===== config.mk =====
export PLATFORM = sky130hd
export DESIGN_NAME = fps_ctrl
export DESIGN_NICKNAME = d
export VERILOG_FILES = /design/src/rtl/assert_macros.svh /design/src/rtl/fps_pkg.sv /design/src/rtl/fps_ctrl.sv
export SDC_FILE = /design/constraint.sdc
export NUM_CORES = 1
export LEC_CHECK = 0
export ABC_AREA = 1
export BUFFER_PORTS_ARGS = -buffer_cell sky130_fd_sc_hd__buf_2
export CAP_MARGIN = 30
export CORE_UTILIZATION = 30
export DETAILED_ROUTE_END_ITERATION = 16
export MAX_ROUTING_LAYER = met4
export PLACE_DENSITY_LB_ADDON = 0.25
export SLEW_MARGIN = 20
export SYNTH_ARGS = -nofsm -noshare
export SYNTH_HDL_FRONTEND = slang
export SYNTH_SLANG_ARGS = --single-unit

===== constraint.sdc =====
create_clock -name clk_i -period 1.23 [get_ports clk_i]
set_input_delay 0.246 -clock clk_i [delete_from_list [all_inputs] [get_ports clk_i]]
set_output_delay 0.246 -clock clk_i [all_outputs]
set_load 0.05 [all_outputs]

===== src/rtl/assert_macros.svh =====
// assertion macros for the rtl file that checks its own behavior
`ifndef ASSERT_MACROS_SVH
`define ASSERT_MACROS_SVH
`ifndef ASSERT_OFF
`define ASSERT_CLK(label, clk, rstn, prop) \
  label: assert property (@(posedge clk) disable iff (!rstn) (prop)) \
    else $error("assertion failed");
`define ASSERT_DEF(label, prop) `ASSERT_CLK(label, clk_i, rst_ni, prop)
`else
`define ASSERT_CLK(label, clk, rstn, prop)
`define ASSERT_DEF(label, prop)
`endif
`endif


===== src/rtl/fps_pkg.sv =====
// shared types, codes and constants of the farthest point sampler
package fps_pkg;

  localparam int MAX_POINTS_DEF = 4096;
  localparam int COORD_BITS_DEF = 16;

  localparam int SAMPLE_W    = 13;
  localparam int START_W     = 12;
  localparam int INDEX_OUT_W = 12;
  localparam int OUT_COORD_W = 16;
  localparam int STATUS_W    = 2;
  localparam int CFG_IDX_W   = 1;
  localparam int CFG_DATA_W  = 13;

  localparam logic [SAMPLE_W-1:0] SAMPLE_COUNT_RST = 13'd1024;
  localparam logic [START_W-1:0]  START_INDEX_RST  = 12'd0;

  typedef enum logic [STATUS_W-1:0] {
    STATUS_OK    = 2'd0,
    STATUS_EMPTY = 2'd1,
    STATUS_DONE  = 2'd2
  } status_e;

  typedef enum logic [CFG_IDX_W-1:0] {
    CFG_SAMPLE_COUNT = 1'b0,
    CFG_START_INDEX  = 1'b1
  } cfg_reg_e;

  typedef enum logic {
    REQ_LOAD   = 1'b0,
    REQ_SAMPLE = 1'b1
  } req_e;

  typedef struct packed {
    logic load;
    logic emit_err;
    logic take_direct;
    logic rd_last;
    logic lp_load;
    logic sweep_start;
    logic pick_best;
    logic rd_pick;
    logic emit_pick;
  } cmd_t;

  typedef struct packed {
    logic req_empty;
    logic req_exhausted;
    logic req_direct;
    logic sweep_done;
  } stat_t;

endpackage


===== src/rtl/fps_ctrl.sv =====
// controller state machine sequencing loads, sweeps and result words
module fps_ctrl import fps_pkg::*; (
  input  logic  clk_i,
  input  logic  rst_ni,
  input  logic  start,
  input  logic  req_type_i,
  input  stat_t stat_i,
  output cmd_t  cmd_o,
  output logic  busy
);

  typedef enum logic [5:0] {
    S_IDLE   = 6'b000001,
    S_RDLAST = 6'b000010,
    S_LPWAIT = 6'b000100,
    S_SWEEP  = 6'b001000,
    S_RDPICK = 6'b010000,
    S_EMIT   = 6'b100000
  } state_e;

  state_e state_q, state_d;

  always_comb begin
    state_d = state_q;
    cmd_o   = '0;
    unique case (state_q)
      S_IDLE: begin
        if (start) begin
          priority if (req_e'(req_type_i) == REQ_LOAD) begin
            cmd_o.load = 1'b1;
          end else if (stat_i.req_empty || stat_i.req_exhausted) begin
            cmd_o.emit_err = 1'b1;
          end else if (stat_i.req_direct) begin
            cmd_o.take_direct = 1'b1;
            state_d = S_RDPICK;
          end else begin
            state_d = S_RDLAST;
          end
        end
      end
      S_RDLAST: begin
        cmd_o.rd_last = 1'b1;
        state_d = S_LPWAIT;
      end
      S_LPWAIT: begin
        cmd_o.lp_load     = 1'b1;
        cmd_o.sweep_start = 1'b1;
        state_d = S_SWEEP;
      end
      S_SWEEP: begin
        if (stat_i.sweep_done) begin
          cmd_o.pick_best = 1'b1;
          state_d = S_RDPICK;
        end
      end
      S_RDPICK: begin
        cmd_o.rd_pick = 1'b1;
        state_d = S_EMIT;
      end
      S_EMIT: begin
        cmd_o.emit_pick = 1'b1;
        state_d = S_IDLE;
      end
      default: state_d = S_IDLE;
    endcase
  end

  always_ff @(posedge clk_i or negedge rst_ni) begin
    if (!rst_ni) begin
      state_q <= S_IDLE;
    end else begin
      state_q <= state_d;
    end
  end

  assign busy = (state_q != S_IDLE);

endmodule


After elaboration in Yosys (flattened, before gate mapping)
Cells that the tools add are included.

operators by class
  multiplexer cells = 19
  equality and inequality tests = 11
  reductions and logical operators = 2

operators by type and width
  operator                                              number
  case mux 6 bit (5 select lines)                       1
  2-to-1 mux 6 bit                                      4
  2-to-1 mux 1 bit                                      9
  != test 2 bit (second input constant)                 4
  equality test 6 x 1 -> 1 bit (second input constant)  1
  equality test 6 x 2 -> 1 bit (second input constant)  1
  equality test 6 x 3 -> 1 bit (second input constant)  1
  equality test 6 x 4 -> 1 bit (second input constant)  1
  equality test 6 x 5 -> 1 bit (second input constant)  1
  equality test 6 bit (second input constant)           1
  2-to-1 mux 3 bit                                      2
  != test 6 x 1 -> 1 bit (second input constant)        1
  2-to-1 mux 5 bit                                      1
  2-to-1 mux 2 bit                                      2
  AND reduction 4 bit                                   1
  logical OR 1 bit                                      1

storage, ports and cells
  logic and storage cells = 33
  input bits = 8
  register bits = 6

Logic depth before layout (Yosys ltp)
  depth in word-level cells = 5
  gate-level depth with buffers = 6
  depth with buffers taken out = 6

Worst setup path before layout
Ideal clock, no wire load.

  path kind = reg-to-output
  start point = reg state_q[0]
  end point = out cmd_o[6] in the netlist's numbering
  arrival = 2.094 ns
  buffers on the path = 0
  slack = -1.110 ns
  cell stages (with the launch flop) = 5
  path through = dfstp_2 -> inv_2 -> nor2_4 -> nand3_4 -> nor3b_1

RTL lines
  item                      line            RTL
  start: declaration        fps_ctrl.sv:21  state_e state_q, state_d;
  start signal: assignment  fps_ctrl.sv:72  state_q <= state_d;
  end: declaration          fps_ctrl.sv:8   output cmd_t cmd_o,

==> impl_metrics.py <==
metrics = {
    "route": {
        "wirelength_mm": 1.020,
        "routedWlPerCell_um": 9.533,
        "ant_nets": 0,
        "vias_per_cell": 4.421,
        "drc_errors": 0,
        "first_pass_iters": 2,
        "num_vias": 473,
        "drt_iter0_markers": 5,
    },
    "timing": {
        "fmax_mhz": 614.3,
        "setup_viol": 13,
        "worst_slew_pin_slew_ns": 0.2221,
        "clock_skew_ns": 0.007693,
        "timing.slew.headroom_pct": 85.08,
        "fin_crit_ns": 1.628,
        "slew_viol_final": 0,
        "rsz0062_at_grt": "true",
        "setup_slack_ns": -0.3979,
        "hold_viol": 0,
        "period_share_pct": 132.3,
    },
    "synth": {
        "ys_warn_count": 0,
        "syn_area_per_cell_um2": 7.507,
        "netlist_top_cells_count": "inv_1 (11), nor2_1 (10), nand3_1 (6)",
        "yosysMostFrequentCell": "inv_1",
        "synthesis.area_um2": 405.4,
        "yosys_register_bits": 6,
        "synth_fp_nets": 62,
        "yosys.area.top_type_share_pct": 30.86,
        "synth_edf_count": 0,
        "yosysUniqueCellTypes": 18,
        "synthCells": 54,
        "synthTopCellsByArea": "dfrtp_1 (31%), inv_1 (10%), nor2_1 (9.3%)",
        "seq_area_frac_synth_pct": 37.35,
        "synthFlopType": "dfrtp_1",
        "yosysTopAreaCell": "dfrtp_1",
        "async_flop_share_pct": 100.0,
    },
    "final_layout": {
        "area_delta_synth_final_pct": 95.68,
        "regMostFlops": "state_q",
        "largest_reg_flops": 6,
        "design_area_um2": 793.3,
        "reg.largest.list": "state_q: 6 flops",
        "layout-drive-gt1-share_pct": 63.44,
        "multiInputGateArea_um2": 250.2,
        "nets": 102,
        "final_util_pct": 66.88,
        "regArea_um2": 152.6,
        "fillers": 107,
        "antenna_cells": 0,
    },
    "floorplanning": {
        "core-area_um2": 1186,
        "die_area_um2": 1502,
        "die_h_um": 38.76,
        "die_x_um": 38.76,
        "std_cell_rows": 12,
        "initial_core_util_pct": 34.18,
        "ios": 18,
    },
    "placed_design": {
        "portBuffers": 17,
        "gp_congestion": 0.7554,
        "dp_slack_ns": -0.2497,
        "hpwl_um": 754.4,
        "postPlaceCellArea_um2": 631.9,
    },
    "setup_path": {
        "critical_path.startpoint_type": "flip-flop",
        "arrival_ns": 1.38,
        "reg2reg_slack_ns": -0.39,
        "end_kind": "output port",
        "crit_path_max_fanout": 4,
        "worstRegToRegCells": 11,
        "crit_type": "reg -> out",
        "cp.required_ns": 0.98,
    },
    "clocking": {
        "cts_root_buf": "clkbuf_4",
        "clock_tree.buffer_depth": 2,
        "clk_pin_slew_ns": 0.04,
        "insertion_delay_ns": 0.25,
        "cts.sinks": 6,
        "cts_tree": "built",
        "numCtsBuffers": 3,
        "htree_levels": 1,
    },
    "status": {
        "status": "finished with violations",
        "failed_checks": "setup timing",
    },
    "global_routing": {
        "grt_pass1_vias": 427,
        "grt_pass1_wl_mm": 1.649,
        "grt_util_all_layers_pct": 17.33,
        "gr-total-overflow": 0,
        "grt_max_degree": 7,
        "antenna_found_initial": 0,
    },
    "flow_run": {
        "cap_violations": 0,
    },
    "power_and_ir_drop": {
        "ir_worst_vdd_v": 0.001400,
        "power_leakage_nw": 0.4130,
        "powerDensity_nw_per_um2": 2114,
    },
    "hold_path": {
        "hold_path.class": "in -> reg",
        "worstHoldPathCells": 4,
    },
}
logic make-up after synthesis:
family / count (synthesis) / share of synthesized area, %
AOI/OAI and AO/OA: 3 / 5.866
DFF: 6 / 37.35
buffers and inverters: 14 / 13.89
and+or+nand+nor: 31 / 42.90
metrics by stage:
stage               hold WS [ns]  TNS, ns  total power [mW]  cells
floorplan               -0.04959   -2.112            0.8950     54
global placement         0.07225   -1.850             1.115     95
detailed placement       0.07108   -2.114             1.129     95
CTS                       0.2970   -4.125             1.639    106
global route              0.3181   -4.789             1.795    107
finish                    0.3000   -3.895             1.677    107
layout make-up:
class / instances / share of cell area, %
flip-flops and latches: 6 / 19.24
repair buffers: 36 / 35.96
well taps: 14 / 2.208
clock buffers: 4 / 3.312
multi-input cells: 34 / 31.55
inverters: 13 / 7.729
layout by cell type (no fill, tap or decap), types with 2 or more instances in the layout:
master | netlist | final
clkbuf_4 | 0 | 3
clkinvlp_4 | 0 | 3
buf_4 | 1 | 20
nor2_1 | 10 | 7
dfrtp_1 | 5 | 4
buf_6 | 0 | 8
buf_2 | 0 | 7
nor2_2 | 2 | 2
nand2_1 | 5 | 4
nand3_1 | 6 | 5
inv_1 | 11 | 8
nor2_4 | 3 | 6
power by group:
part	internal (mW)	switching (mW)	total [mW]
logic	0.549	0.628	1.18
registers	0.256	0.0466	0.303
clock network	0.123	0.0746	0.198
total	0.928	0.749	1.68
final timing paths:
| check | from | endpoint |
|---|---|---|
| hold reg to reg | state_q[1] | state_q[3] |
| hold / removal | stat_i[1] | state_q[1] |
| min in group asynchronous | rst_ni | state_q[2] |
| setup / recovery | state_q[0] | cmd_o[6] |
| setup reg to reg | state_q[2] | state_q[1] |
| max in group asynchronous | rst_ni | state_q[0] |
critical path, stage by stage, from the launching register on:
cell and delay (ns):
dfstp_2 0.53, inv_2 0.04, nor2_4 0.09, nand3_4 0.11
nor3b_4 0.20, buf_6 0.18
metal layers:
layer | GRT usage (%) | routed length, um | share of wire, % | vias to the layer above
met1 | 17.56 | 417 | 41 | 208
met4 | 10.34 | 6 | 0.59 | 0
met5 | - | 0 | 0 | -
li1 | - | - | - | 247
met3 | 3.468 | 26 | 2.5 | 2
met2 | 30.42 | 568 | 56 | 16
timing repair:
action,CTS,global route
pin swaps,0,1
setup buffers,6,1
setup endpoints to repair,13,13
resized for setup,19,5
hold buffers,1,0
endpoints found under the hold margin,5,0
No activity file was read; power rests on OpenSTA's default activity.
